$ cat src/sv/sidechain_binding_table_core_assert.svh
// Assertion macros for the side-chain binding table core.
// Depends on a clock named clk and an active-low reset named rst_n in scope.
`ifndef SIDECHAIN_BINDING_TABLE_CORE_ASSERT_SVH
`define SIDECHAIN_BINDING_TABLE_CORE_ASSERT_SVH

// Check a condition at every clock edge outside reset.
`define SBT_ASSERT_ALWAYS(lbl, cond, msg) \
    lbl: assert property (@(posedge clk) disable iff (!rst_n) (cond)) else $error(msg);

// Check that a precondition is followed by a consequence in the next cycle.
`define SBT_ASSERT_NEXT(lbl, pre, post, msg) \
    lbl: assert property (@(posedge clk) disable iff (!rst_n) (pre) |=> (post)) \
        else $error(msg);

`endif

$ cat src/sv/sbt_pkg.sv
// Shared types and constants for the side-chain binding table core.
// No dependencies; imported by the top level.
`default_nettype none

package sbt_pkg;

    localparam int MAX_BINDINGS_DEF = 16;
    localparam int MAX_RESULTS      = 16;
    localparam int KCNT_W           = $clog2(MAX_RESULTS + 1);

    localparam int TRACK_W = 32;
    localparam int SLOT_W  = 8;

    // Operation codes
    localparam logic [1:0] OP_SET   = 2'd0;
    localparam logic [1:0] OP_QUERY = 2'd1;
    localparam logic [1:0] OP_LIST  = 2'd2;

    // Status codes
    localparam logic [1:0] STAT_OK         = 2'd0;
    localparam logic [1:0] STAT_ZERO_TRACK = 2'd1;
    localparam logic [1:0] STAT_FULL       = 2'd2;

    typedef enum logic [2:0] {
        ST_IDLE,
        ST_SCAN,
        ST_DEL_RD,
        ST_DEL_WR,
        ST_EMIT
    } state_t;

    typedef struct packed {
        logic [TRACK_W-1:0] track;
        logic [SLOT_W-1:0]  slot;
        logic [TRACK_W-1:0] source;
    } entry_t;

    typedef struct packed {
        logic [1:0]         status;
        logic               src_hit;
        logic               found;
        logic [SLOT_W-1:0]  slot;
        logic [TRACK_W-1:0] source;
        logic               last;
    } res_t;

endpackage

`default_nettype wire

$ cat src/sv/sidechain_binding_table_core.sv
// Side-chain binding table: packed unordered table with swap-with-last delete.
// Zero-track and unused ops skip the scan and go straight to the result;
// other ops scan the entries one per cycle between matches, through the
// single read port. A delete adds a read of the last entry and a write into
// the freed place; a list goes back to the scan after each listed binding
// but the last. One input transaction at a time: a new one is taken only in
// idle, once the previous result is in the output register. Reset clears the
// entry count and control state; entry contents stay undefined, need no clearing.
// Depends on sbt_pkg and sidechain_binding_table_core_assert.svh.
`default_nettype none
`include "sidechain_binding_table_core_assert.svh"

module sidechain_binding_table_core
    import sbt_pkg::*;
#(
    parameter int MAX_BINDINGS = MAX_BINDINGS_DEF
)
(
    input  wire logic        clk,
    input  wire logic        rst_n,

    input  wire logic        s_axis_tvalid,
    output logic             s_axis_tready,
    // track [31:0], insert_slot [39:32], source_id [71:40]
    input  wire logic [71:0] s_axis_tdata,
    // op [1:0]
    input  wire logic [1:0]  s_axis_tuser,

    output logic             m_axis_tvalid,
    input  wire logic        m_axis_tready,
    // status [1:0], src_hit [2], found [3], out_insert_slot [11:4],
    // out_source_id [43:12], zero fill [47:44]
    output logic [47:0]      m_axis_tdata,
    output logic             m_axis_tlast
);

    localparam int CNT_W = $clog2(MAX_BINDINGS + 1);
    localparam int IDX_W = (MAX_BINDINGS > 1) ? $clog2(MAX_BINDINGS) : 1;

    // Entry memory: one write port, one registered read port
    entry_t mem [MAX_BINDINGS];
    entry_t rd_data_reg;
    logic   rd_en;
    logic   [IDX_W-1:0] rd_addr;
    logic   wr_en;
    logic   [IDX_W-1:0] wr_addr;
    entry_t wr_data;

    // Control state
    state_t            state_reg, state_next;
    logic [CNT_W-1:0]  count_reg, count_next;
    logic [CNT_W-1:0]  idx_reg, idx_next;
    logic              cmp_valid_reg, cmp_valid_next;
    logic [KCNT_W-1:0] kcnt_reg, kcnt_next;
    logic              pend_valid_reg, pend_valid_next;
    logic              out_valid_reg, out_valid_next;

    // Payload state
    logic [1:0]         op_reg, op_next;
    logic [TRACK_W-1:0] trk_reg, trk_next;
    logic [SLOT_W-1:0]  slot_reg, slot_next;
    logic [TRACK_W-1:0] src_reg, src_next;
    logic [CNT_W-1:0]   cmp_idx_reg, cmp_idx_next;
    logic [SLOT_W-1:0]  pend_slot_reg, pend_slot_next;
    logic [TRACK_W-1:0] pend_src_reg, pend_src_next;
    res_t               res_reg, res_next;
    res_t               out_reg, out_next;

    logic             match;
    logic             hit;
    logic             out_free;
    logic [CNT_W-1:0] last_idx;

    assign last_idx = count_reg - CNT_W'(1);
    assign out_free = !out_valid_reg || m_axis_tready;

    // Compare the entry read last cycle against the held request
    always_comb
    begin
        case (op_reg)
            OP_SET:   match = (rd_data_reg.track == trk_reg) && (rd_data_reg.slot == slot_reg);
            OP_QUERY: match = (rd_data_reg.source == trk_reg);
            OP_LIST:  match = (rd_data_reg.track == trk_reg);
            default:  match = 1'b0;
        endcase
    end

    assign hit = cmp_valid_reg && match;

    // Sequencer: next state, memory ports and result staging
    always_comb
    begin
        state_next      = state_reg;
        count_next      = count_reg;
        idx_next        = idx_reg;
        cmp_valid_next  = cmp_valid_reg;
        kcnt_next       = kcnt_reg;
        pend_valid_next = pend_valid_reg;
        out_valid_next  = out_valid_reg;
        op_next         = op_reg;
        trk_next        = trk_reg;
        slot_next       = slot_reg;
        src_next        = src_reg;
        cmp_idx_next    = cmp_idx_reg;
        pend_slot_next  = pend_slot_reg;
        pend_src_next   = pend_src_reg;
        res_next        = res_reg;
        out_next        = out_reg;
        rd_en           = 1'b0;
        rd_addr         = '0;
        wr_en           = 1'b0;
        wr_addr         = '0;
        wr_data         = '{track: trk_reg, slot: slot_reg, source: src_reg};
        s_axis_tready   = (state_reg == ST_IDLE);

        // Drop the output once the downstream side takes it
        if (out_valid_reg && m_axis_tready)
        begin
            out_valid_next = 1'b0;
        end

        case (state_reg)
            ST_IDLE:
            begin
                if (s_axis_tvalid)
                begin
                    op_next         = s_axis_tuser;
                    trk_next        = s_axis_tdata[31:0];
                    slot_next       = s_axis_tdata[39:32];
                    src_next        = s_axis_tdata[71:40];
                    idx_next        = '0;
                    cmp_valid_next  = 1'b0;
                    kcnt_next       = '0;
                    pend_valid_next = 1'b0;
                    res_next        = '0;
                    res_next.last   = 1'b1;
                    if (s_axis_tuser != OP_SET && s_axis_tuser != OP_QUERY &&
                        s_axis_tuser != OP_LIST)
                    begin
                        state_next = ST_EMIT;
                    end
                    else if (s_axis_tdata[31:0] == '0)
                    begin
                        res_next.status = STAT_ZERO_TRACK;
                        state_next      = ST_EMIT;
                    end
                    else
                    begin
                        state_next = ST_SCAN;
                    end
                end
            end

            ST_SCAN:
            begin
                if (op_reg == OP_LIST && kcnt_reg == KCNT_W'(MAX_RESULTS))
                begin
                    // Result limit reached: the pending binding closes the list
                    res_next   = '{status: STAT_OK, src_hit: 1'b0, found: 1'b1,
                                   slot: pend_slot_reg, source: pend_src_reg, last: 1'b1};
                    state_next = ST_EMIT;
                end
                else if (hit)
                begin
                    case (op_reg)
                        OP_SET:
                        begin
                            if (src_reg != '0)
                            begin
                                wr_en      = 1'b1;
                                wr_addr    = cmp_idx_reg[IDX_W-1:0];
                                res_next   = '0;
                                res_next.last = 1'b1;
                                state_next = ST_EMIT;
                            end
                            else
                            begin
                                state_next = ST_DEL_RD;
                            end
                        end
                        OP_QUERY:
                        begin
                            res_next         = '0;
                            res_next.src_hit = 1'b1;
                            res_next.last    = 1'b1;
                            state_next       = ST_EMIT;
                        end
                        default:
                        begin
                            // Hold the new match back until the next one or the end
                            kcnt_next       = kcnt_reg + KCNT_W'(1);
                            pend_valid_next = 1'b1;
                            pend_slot_next  = rd_data_reg.slot;
                            pend_src_next   = rd_data_reg.source;
                            idx_next        = cmp_idx_reg + CNT_W'(1);
                            cmp_valid_next  = 1'b0;
                            if (pend_valid_reg)
                            begin
                                res_next   = '{status: STAT_OK, src_hit: 1'b0,
                                               found: 1'b1, slot: pend_slot_reg,
                                               source: pend_src_reg, last: 1'b0};
                                state_next = ST_EMIT;
                            end
                        end
                    endcase
                end
                else if (idx_reg < count_reg)
                begin
                    // Advance the scan one entry
                    rd_en          = 1'b1;
                    rd_addr        = idx_reg[IDX_W-1:0];
                    cmp_idx_next   = idx_reg;
                    idx_next       = idx_reg + CNT_W'(1);
                    cmp_valid_next = 1'b1;
                end
                else if (cmp_valid_reg)
                begin
                    cmp_valid_next = 1'b0;
                end
                else
                begin
                    // Scan finished without an early exit
                    res_next      = '0;
                    res_next.last = 1'b1;
                    state_next    = ST_EMIT;
                    case (op_reg)
                        OP_SET:
                        begin
                            if (src_reg != '0)
                            begin
                                if (count_reg >= CNT_W'(MAX_BINDINGS))
                                begin
                                    res_next.status = STAT_FULL;
                                end
                                else
                                begin
                                    wr_en      = 1'b1;
                                    wr_addr    = count_reg[IDX_W-1:0];
                                    count_next = count_reg + CNT_W'(1);
                                end
                            end
                        end
                        OP_QUERY:
                        begin
                            res_next.src_hit = 1'b0;
                        end
                        default:
                        begin
                            if (pend_valid_reg)
                            begin
                                res_next.found  = 1'b1;
                                res_next.slot   = pend_slot_reg;
                                res_next.source = pend_src_reg;
                            end
                        end
                    endcase
                end
            end

            ST_DEL_RD:
            begin
                // Fetch the last entry to fill the freed place
                rd_en      = 1'b1;
                rd_addr    = last_idx[IDX_W-1:0];
                state_next = ST_DEL_WR;
            end

            ST_DEL_WR:
            begin
                wr_en         = 1'b1;
                wr_addr       = cmp_idx_reg[IDX_W-1:0];
                wr_data       = rd_data_reg;
                count_next    = last_idx;
                res_next      = '0;
                res_next.last = 1'b1;
                state_next    = ST_EMIT;
            end

            ST_EMIT:
            begin
                if (out_free)
                begin
                    out_next       = res_reg;
                    out_valid_next = 1'b1;
                    state_next     = res_reg.last ? ST_IDLE : ST_SCAN;
                end
            end

            default:
            begin
                state_next = ST_IDLE;
            end
        endcase
    end

    // Memory write and registered read
    always_ff @(posedge clk)
    begin
        if (wr_en)
        begin
            mem[wr_addr] <= wr_data;
        end
    end

    always_ff @(posedge clk)
    begin
        if (rd_en)
        begin
            rd_data_reg <= mem[rd_addr];
        end
    end

    // Control registers
    always_ff @(posedge clk or negedge rst_n)
    begin
        if (!rst_n)
        begin
            state_reg      <= ST_IDLE;
            count_reg      <= '0;
            idx_reg        <= '0;
            cmp_valid_reg  <= 1'b0;
            kcnt_reg       <= '0;
            pend_valid_reg <= 1'b0;
            out_valid_reg  <= 1'b0;
        end
        else
        begin
            state_reg      <= state_next;
            count_reg      <= count_next;
            idx_reg        <= idx_next;
            cmp_valid_reg  <= cmp_valid_next;
            kcnt_reg       <= kcnt_next;
            pend_valid_reg <= pend_valid_next;
            out_valid_reg  <= out_valid_next;
        end
    end

    // Payload registers
    always_ff @(posedge clk)
    begin
        op_reg        <= op_next;
        trk_reg       <= trk_next;
        slot_reg      <= slot_next;
        src_reg       <= src_next;
        cmp_idx_reg   <= cmp_idx_next;
        pend_slot_reg <= pend_slot_next;
        pend_src_reg  <= pend_src_next;
        res_reg       <= res_next;
        out_reg       <= out_next;
    end

    // Output channel
    assign m_axis_tvalid = out_valid_reg;
    assign m_axis_tlast  = out_reg.last;
    assign m_axis_tdata  = {4'b0000, out_reg.source, out_reg.slot, out_reg.found,
                            out_reg.src_hit, out_reg.status};

    // Checks
    `SBT_ASSERT_ALWAYS(a_count_bound, count_reg <= CNT_W'(MAX_BINDINGS),
        "entry count above table depth")
    `SBT_ASSERT_ALWAYS(a_del_nonempty, state_reg != ST_DEL_RD || count_reg != '0,
        "delete started on an empty table")
    `SBT_ASSERT_NEXT(a_del_shrinks, state_reg == ST_DEL_WR,
        count_reg == $past(count_reg) - CNT_W'(1), "delete did not decrement count")
    `SBT_ASSERT_ALWAYS(a_list_bound, kcnt_reg <= KCNT_W'(MAX_RESULTS),
        "listed bindings above result limit")
    `SBT_ASSERT_ALWAYS(a_mid_is_found, !out_valid_reg || out_reg.last || out_reg.found,
        "non-final result without a binding")

endmodule

`default_nettype wire
$ cat config.mk
export PLATFORM = sky130hd
export DESIGN_NAME = sidechain_binding_table_core
export DESIGN_NICKNAME = d
export VERILOG_FILES = /design/src/sv/sbt_pkg.sv /design/src/sv/sidechain_binding_table_core.sv
export VERILOG_INCLUDE_DIRS = /design/src /design/src/sv
export SDC_FILE = /design/constraint.sdc
export NUM_CORES = 2
export LEC_CHECK = 0
export BUFFER_PORTS_ARGS = -buffer_cell sky130_fd_sc_hd__buf_2
export CORE_ASPECT_RATIO = 0.9
export CORE_MARGIN = 1
export CORE_UTILIZATION = 56
export DETAILED_ROUTE_END_ITERATION = 12
export GPL_TIMING_DRIVEN = 0
export PLACE_DENSITY_LB_ADDON = 0.15
export REMOVE_ABC_BUFFERS = 1
export SLEW_MARGIN = 20
export SYNTH_ARGS = -nofsm -noshare
export SYNTH_HDL_FRONTEND = slang
export SYNTH_SLANG_ARGS = --single-unit
$ cat constraint.sdc
create_clock -name clk -period 7.05 [get_ports clk]
set_input_delay 1.41 -clock clk [delete_from_list [all_inputs] [get_ports clk]]
set_output_delay 1.41 -clock clk [all_outputs]
set_load 0.05 [all_outputs]
Yosys cells after proc, flatten, opt, wreduce, memory -nomap -nowiden
Memories as Yosys holds them, arrays and structs flattened. A register that Yosys moved wholly into a read port is not among the register bits.
Cells that the tools add are included.

word-level totals
  flip-flop bits (word level) = 230
  RAM bits = 1,152
  input bits = 78
  word-level logic and storage cells = 184
  memories kept = 1

memory list
  memory  depth  bits a word  rd ports  clocked after Yosys merged registers in  write ports  line                                text
  mem     16     72           1         1                                        1            sidechain_binding_table_core.sv:41  entry_t mem [MAX_BINDINGS];

operators by class
  $add $sub $neg = 5
  order comparisons = 2
  equal/unequal tests = 29
  multiplexer cells = 91
  bitwise gates (word level) = 3
  reduce and logical (&&, ||, !) cells = 27

operators with widths
  cell                                                 count
  two-way mux 45 bit                                   7
  case mux 45 bit (3 select lines)                     1
  case mux 45 bit (2 select lines)                     1
  two-way mux 41 bit                                   2
  two-way mux 5 bit                                    15
  two-way mux 72 bit                                   1
  equality test 32 bit                                 2
  two-way mux 4 bit                                    12
  logical NOT 32 bit                                   1
  nonzero test 32 bit                                  1
  two-way mux 3 bit                                    10
  case mux 5 bit (2 select lines)                      3
  two-way mux 1 bit                                    27
  != test 2 bit, second input constant                 12
  adder 5 x 1 -> 5 bit, second input constant          4
  case mux 4 bit (2 select lines)                      2
  case mux 3 bit (5 select lines)                      1
  AND reduction 5 bit                                  3
  AND reduction 4 bit                                  3
  equality test 8 bit                                  1
  != test 4 bit, second input constant                 2
  case mux 1 bit (2 select lines)                      4
  AND reduction 8 bit                                  1
  equality test 3 x 2 -> 1 bit, second input constant  2
  other kinds (26)                                     39

Longest topological paths before layout
  depth in word-level cells = 11
  depth in mapped cells = 16
  mapped depth without buffers = 12

Worst setup path after synthesis
OpenSTA, ideal clock, no wires.

  kind = register to register
  from = reg slot_reg[7]
  to = reg rd_data_reg[0] (netlist name)
  library setup time = 0.602 ns
  data arrival time = 6.877 ns
  data required time = 6.448 ns
  path slack = -0.428 ns
  stages on the path, launching flop included = 11
  buffers on the path = 4
  clock period less this slack = 7.478 ns
  cell sequence = edfxtp_1 -> xor2_1 -> nor4_1 -> a21oi_1 -> nor4_4 -> o21a_2 -> buf_2 -> buf_2 -> buf_2 -> buf_2 -> o21ai_0

on the way
  word-level cells in the longest chain between the ends = 7
  elaborated cells on any way between the ends = 10
  classes of those cells = eq/ne: 1; mux: 7; reduce/logical: 2

RTL lines
  what                             line                                 text
  start: declaration               sidechain_binding_table_core.sv:61   logic [SLOT_W-1:0] slot_reg, slot_next;
  start signal: assignment         sidechain_binding_table_core.sv:343  slot_reg <= slot_next;
  equality test 8 bit              sidechain_binding_table_core.sv:81   OP_SET: match = (rd_data_reg.track == trk_reg) && (rd_data_reg.slot == slot_reg);
  logical AND 1 bit                sidechain_binding_table_core.sv:81
  case mux 1 bit (3 select lines)  sidechain_binding_table_core.sv:80   case (op_reg)
  logical AND 1 bit                sidechain_binding_table_core.sv:88   assign hit = cmp_valid_reg && match;
  two-way mux 1 bit                sidechain_binding_table_core.sv:163  else if (hit)
  two-way mux 1 bit                sidechain_binding_table_core.sv:156  if (op_reg == OP_LIST && kcnt_reg == KCNT_W'(MAX_RESULTS))
  case mux 1 bit (2 select lines)  sidechain_binding_table_core.sv:122  case (state_reg)
  net rd_en                        sidechain_binding_table_core.sv:43   logic rd_en;

The timed path passes the listed nets, and every way through them passes these cells.
A chain may end at the register's enable or synchronous reset.

Worst setup path in the final report
  from = reg trk_reg[8]
  to = mem mem[13][8] in the netlist's numbering, enable pin

on the way
  word-level cells in the longest chain between the ends = 9
  elaborated cells on any way between the ends = 13
  classes of those cells = eq/ne: 2; mux: 9; reduce/logical: 2

RTL lines
  what                                     line                                                                    text
  start: declaration                       sidechain_binding_table_core.sv:60                                      logic [TRACK_W-1:0] trk_reg, trk_next;
  start signal: assignment                 sidechain_binding_table_core.sv:342                                     trk_reg <= trk_next;
  equality test 32 bit                     sidechain_binding_table_core.sv:81, sidechain_binding_table_core.sv:83
  logical AND 1 bit                        sidechain_binding_table_core.sv:81
  case mux 1 bit (3 select lines) (*)      sidechain_binding_table_core.sv:80
  logical AND 1 bit (*)                    sidechain_binding_table_core.sv:88
  two-way mux 1 bit                        sidechain_binding_table_core.sv:163
  two-way mux 1 bit                        sidechain_binding_table_core.sv:156
  case mux 1 bit (2 select lines)          sidechain_binding_table_core.sv:122
  two-way mux 1 bit                        sidechain_binding_table_core.sv:299                                     if (wr_en)
  two-way mux 1 bit (implied by the code)  sidechain_binding_table_core.sv:301                                     mem[wr_addr] <= wr_data;
  end: declaration                         sidechain_binding_table_core.sv:41

Every way passes the cells marked *; elsewhere a longest branch is shown, timed or not.

==> impl_summary.txt <==
----------------------------------------------------
[Floorplanning]
  DIE HEIGHT ... 312 um
  Row Count ... 113
  Die Width ... about 350 um
  Number of I/O pins ... 129
  Placeable core region ... 106000 um^2
  Initial standard-cell utilization of the core ... 0.566
  Area of the die ... around 110000 um^2

[Worst setup path]
  FF-to-FF setup slack ... 580 ps
  Kind of end point of the critical path ... flip-flop
  Critical path class ... reg -> reg
  Launching point of the worst reg2reg path ... trk_reg[8]$_DFFE_PP_
  Launching element of the worst setup path ... trk_reg[8]$_DFFE_PP_
  Cell count of the worst reg-to-reg path ... 14
  Critical Path Start Type ... flip-flop
  Cell with the largest stage delay on the worst path ... nor4_4
  CP max stage delay ... ~850 ps
  Required arrival time at the worst endpoint ... between 7000 and 8000 ps
  Cell Chain, Critical Path ... xor2_1, nor4_1, nand4_1, nor4_4, o21ai_1, o21ai_1, a32oi_1, a21o_1, nor2_4, buf_12, buf_12, buf_16, buf_16, buf_16
  Arrival time at the worst endpoint ... 6930 ps
  Worst-path maximum fanout ... 15
  R2r endpoint ... mem[13][8]$_DFFE_PP_
  Crit-path most repeated cell ... buf_16
  Termination of the worst setup path ... mem[13][8]$_DFFE_PP_

[Timing]
  Slew @ Worst Pin ... between 1000 and 1500 ps
  Layout Skew ... 34.5 ps
  Number of failing setup endpoints in the final timing report ... 0
  Number of pins exceeding their max-slew limit in the final report ... 0
  Final period demand of the worst path ... 6470 ps
  Final Hold Vio Count ... 0
  Period Utilization, post-route ... 0.917
  Top achievable clock speed ... ~150 MHz
  RSZ-0062 raised after global routing ... no
  Max-slew headroom at the worst pin ... 0.210
  Worst slack on hold paths ... 418 ps

[Min path]
  Class of the tightest hold or removal check ... reg -> reg

[Route]
  Drt pass-1 iters ... 6
  Drt first-iter violations ... ~6k
  Final antenna-violating net count ... 0
  Wire per inst ... 31.4 um
  Vias/cell ... 6.96
  DR DRC count ... 0
  Vias post-DR ... just over 40k
  Detailed-route wire length ... 182000 um

[Pwr]
  P per Cell Area ... 337 nW/um^2
  Lkg Pwr ... 23.7 nW
  Largest vdd supply drop ... just under 0.0003 V
  Sum of internal, switching and leakage power ... between 20 and 25 mW

[Clocking]
  Clock root cell ... clkbuf_16
  # H-tree levels ... 4
  Clock tree from TritonCTS ... built
  Clock net sink count ... around 1.5k
  Post-CTS repair timing setup buffer count ... 0
  CTS clk-pin slew, worst paths ... 60 ps
  Post-CTS Resized ... 0
  Count of hold-fix buffers inserted at cts ... 0
  Maximum number of buffers from clock root to sink ... 3
  Clock latency on the worst-skew pair ... 780 ps
  TritonCTS Buffers ... 146

[Layout]
  Max FFs per register ... 1152
  Synth-to-Final Area Change ... 19.7%
  Nets ... 4399
  Fill cell count ... 6994
  Share of post-route cells with drive strength above 1 ... 0.141
  Number of antenna diodes ... 0

[Placed design]
  Post-detail-place hpwl ... 121000 um
  Final GP Congestion ... 0.823
  Count of port buffers added during placement ... approximately 120

[Global route]
  Vias in the first global route ... 38.5k
  Number of antenna violations at the first check in global routing ... 3
  Grt met3 use ... 0.0868
  Global route total overflow ... 0
  Met2 track demand over resource ... 0.491
  First-pass GRT wire length ... 263000 um
  Layer carrying the most global-route usage ... met2
  Aggregate global-route resource usage ... 0.336
  Largest net degree at the start of global routing ... 54
  Global Route met1 Usage ... 0.489

[Yosys]
  Area share of the largest cell type after synthesis ... 0.718
  Post-synthesis cell type with the largest combined area ... edfxtp_1
  Synthesized area ... 59900 um^2
  Ys async rst share ... 0.0144
  Synth top cells by count ... edfxtp_1, nand2_1, o21ai_0, a211oi_1, clkbuf_1
  Cells after synthesis ... 4131
  Sequential-to-total area share from yosys stat ... 0.727
  Most frequent cell after synthesis ... edfxtp_1
  Register bit total from synthesis ... 1454
  Syn avg cell area ... about 14 um^2
  Count of distinct cell types in the synthesized netlist ... 61
  Number of flops mapped to enable cells by yosys ... 1433
  Cell types occupying the most area after synthesis ... edfxtp_1, a211oi_1, o211ai_1
  Warning count from the yosys run ... 0
  Top flip-flop cell by instance count after synthesis ... edfxtp_1

[Flow run]
  Count of maximum capacitance violations ... 0

[Run status]
  Run status ... complete, no violations

----------------------------------------------------
==> report_power, final <==
| group | leakage, nW | internal (mW) | switching, mW |
|---|---|---|---|
| clock network | 2.24 | 4.25 | 3.26 |
| registers | 13.3 | 10.7 | 0.624 |
| logic | 8.21 | 1.86 | 3.42 |
| total | 23.7 | 16.8 | 7.31 |
==> placed cells by master (no fill, tap or decap), types with 26 or more instances in the layout <==
cell | Yosys | final
a32o_1 | 71 | 71
a211o_1 | 71 | 71
edfxtp_1 | 1433 | 1433
nor4_1 | 28 | 26
clkbuf_1 | 288 | 33
a311oi_1 | 143 | 143
buf_2 | 37 | 124
inv_1 | 159 | 159
buf_12 | 0 | 56
o21ai_0 | 308 | 306
a211oi_1 | 288 | 288
a21oi_1 | 84 | 83
nand2_1 | 458 | 456
o211ai_1 | 286 | 286
mux2i_1 | 75 | 75
clkbuf_16 | 0 | 152
xnor2_1 | 39 | 39
and2_1 | 44 | 42
xor2_1 | 40 | 40
a2111o_1 | 71 | 71
buf_16 | 0 | 155
==> per-stage QoR <==
step / setup TNS, ps / instances / utilization / setup slack [ps] / cell area [um^2]
2_1_floorplan: -1076540 / 3795 / - / -14830 / 58600
3_3_place_gp: - / 5299 / 0.576 / -46940 / 60900
3_5_place_dp: 0 / 5544 / 0.634 / 856 / 67100
4_1_cts: 0 / 5805 / 0.678 / 818 / 71700
5_1_grt: 0 / 5805 / 0.678 / 525 / 71700
6_report: 0 / 5805 / 0.678 / 584 / 71700
==> cell type report <==
cell class,instances,area [um^2],share of cell area
Sequential cell,1454,43600,0.608
Multi-Input combinational cell,2182,14800,0.206
Timing Repair Buffer,369,6460,0.0901
Clock buffer,188,3970,0.0554
Tap cell,1380,1730,0.0241
Clock inverter,73,624,0.00871
Inverter,159,597,0.00833
==> cells by family after synthesis <==
family                   Yosys count  synth area share
AO/OA/AOI/OAI                   1370             0.167
XOR/XNOR                          79            0.0116
adder cells (fa/ha/maj)            9           0.00188
buffers and inverters            498            0.0322
flip-flops                      1454             0.727
multiplexers                      79            0.0133
other                              1         0.0000626
AND/OR/NAND/NOR                  641            0.0465
==> per-layer routing <==
metal,up-vias,wire length (um)
met5,-,54
met2,2930,80000
met4,8,6690
li1,16900,-
met1,20100,71200
met3,502,24500
==> worst min-delay path by stage <==
stage / from / to / slack, ps / depth (start not counted)
floorplan: res_reg[43]$_DFFE_PP_ / m_axis_tdata[0]$_DFFE_PP_ / 400 / 0
global placement: res_reg[40]$_DFFE_PP_ / m_axis_tdata[11]$_DFFE_PP_ / 400 / 0
detailed placement: res_reg[3]$_DFFE_PP_ / m_axis_tdata[14]$_DFFE_PP_ / 400 / 0
CTS: res_reg[15]$_DFFE_PP_ / m_axis_tdata[26]$_DFFE_PP_ / 420 / 0
global route: res_reg[13]$_DFFE_PP_ / m_axis_tdata[24]$_DFFE_PP_ / 430 / 0
finish: res_reg[15]$_DFFE_PP_ / m_axis_tdata[26]$_DFFE_PP_ / 420 / 0
==> critical path, delay by kind of cell (launching register included) <==
family	cells	cell delay (ps)
flip-flops	1	500
buffers and inverters	5	1030
AO/OA/AOI/OAI	4	1690
XOR/XNOR	1	270
AND/OR/NAND/NOR	4	2600
(Power assumes the default switching activity.)
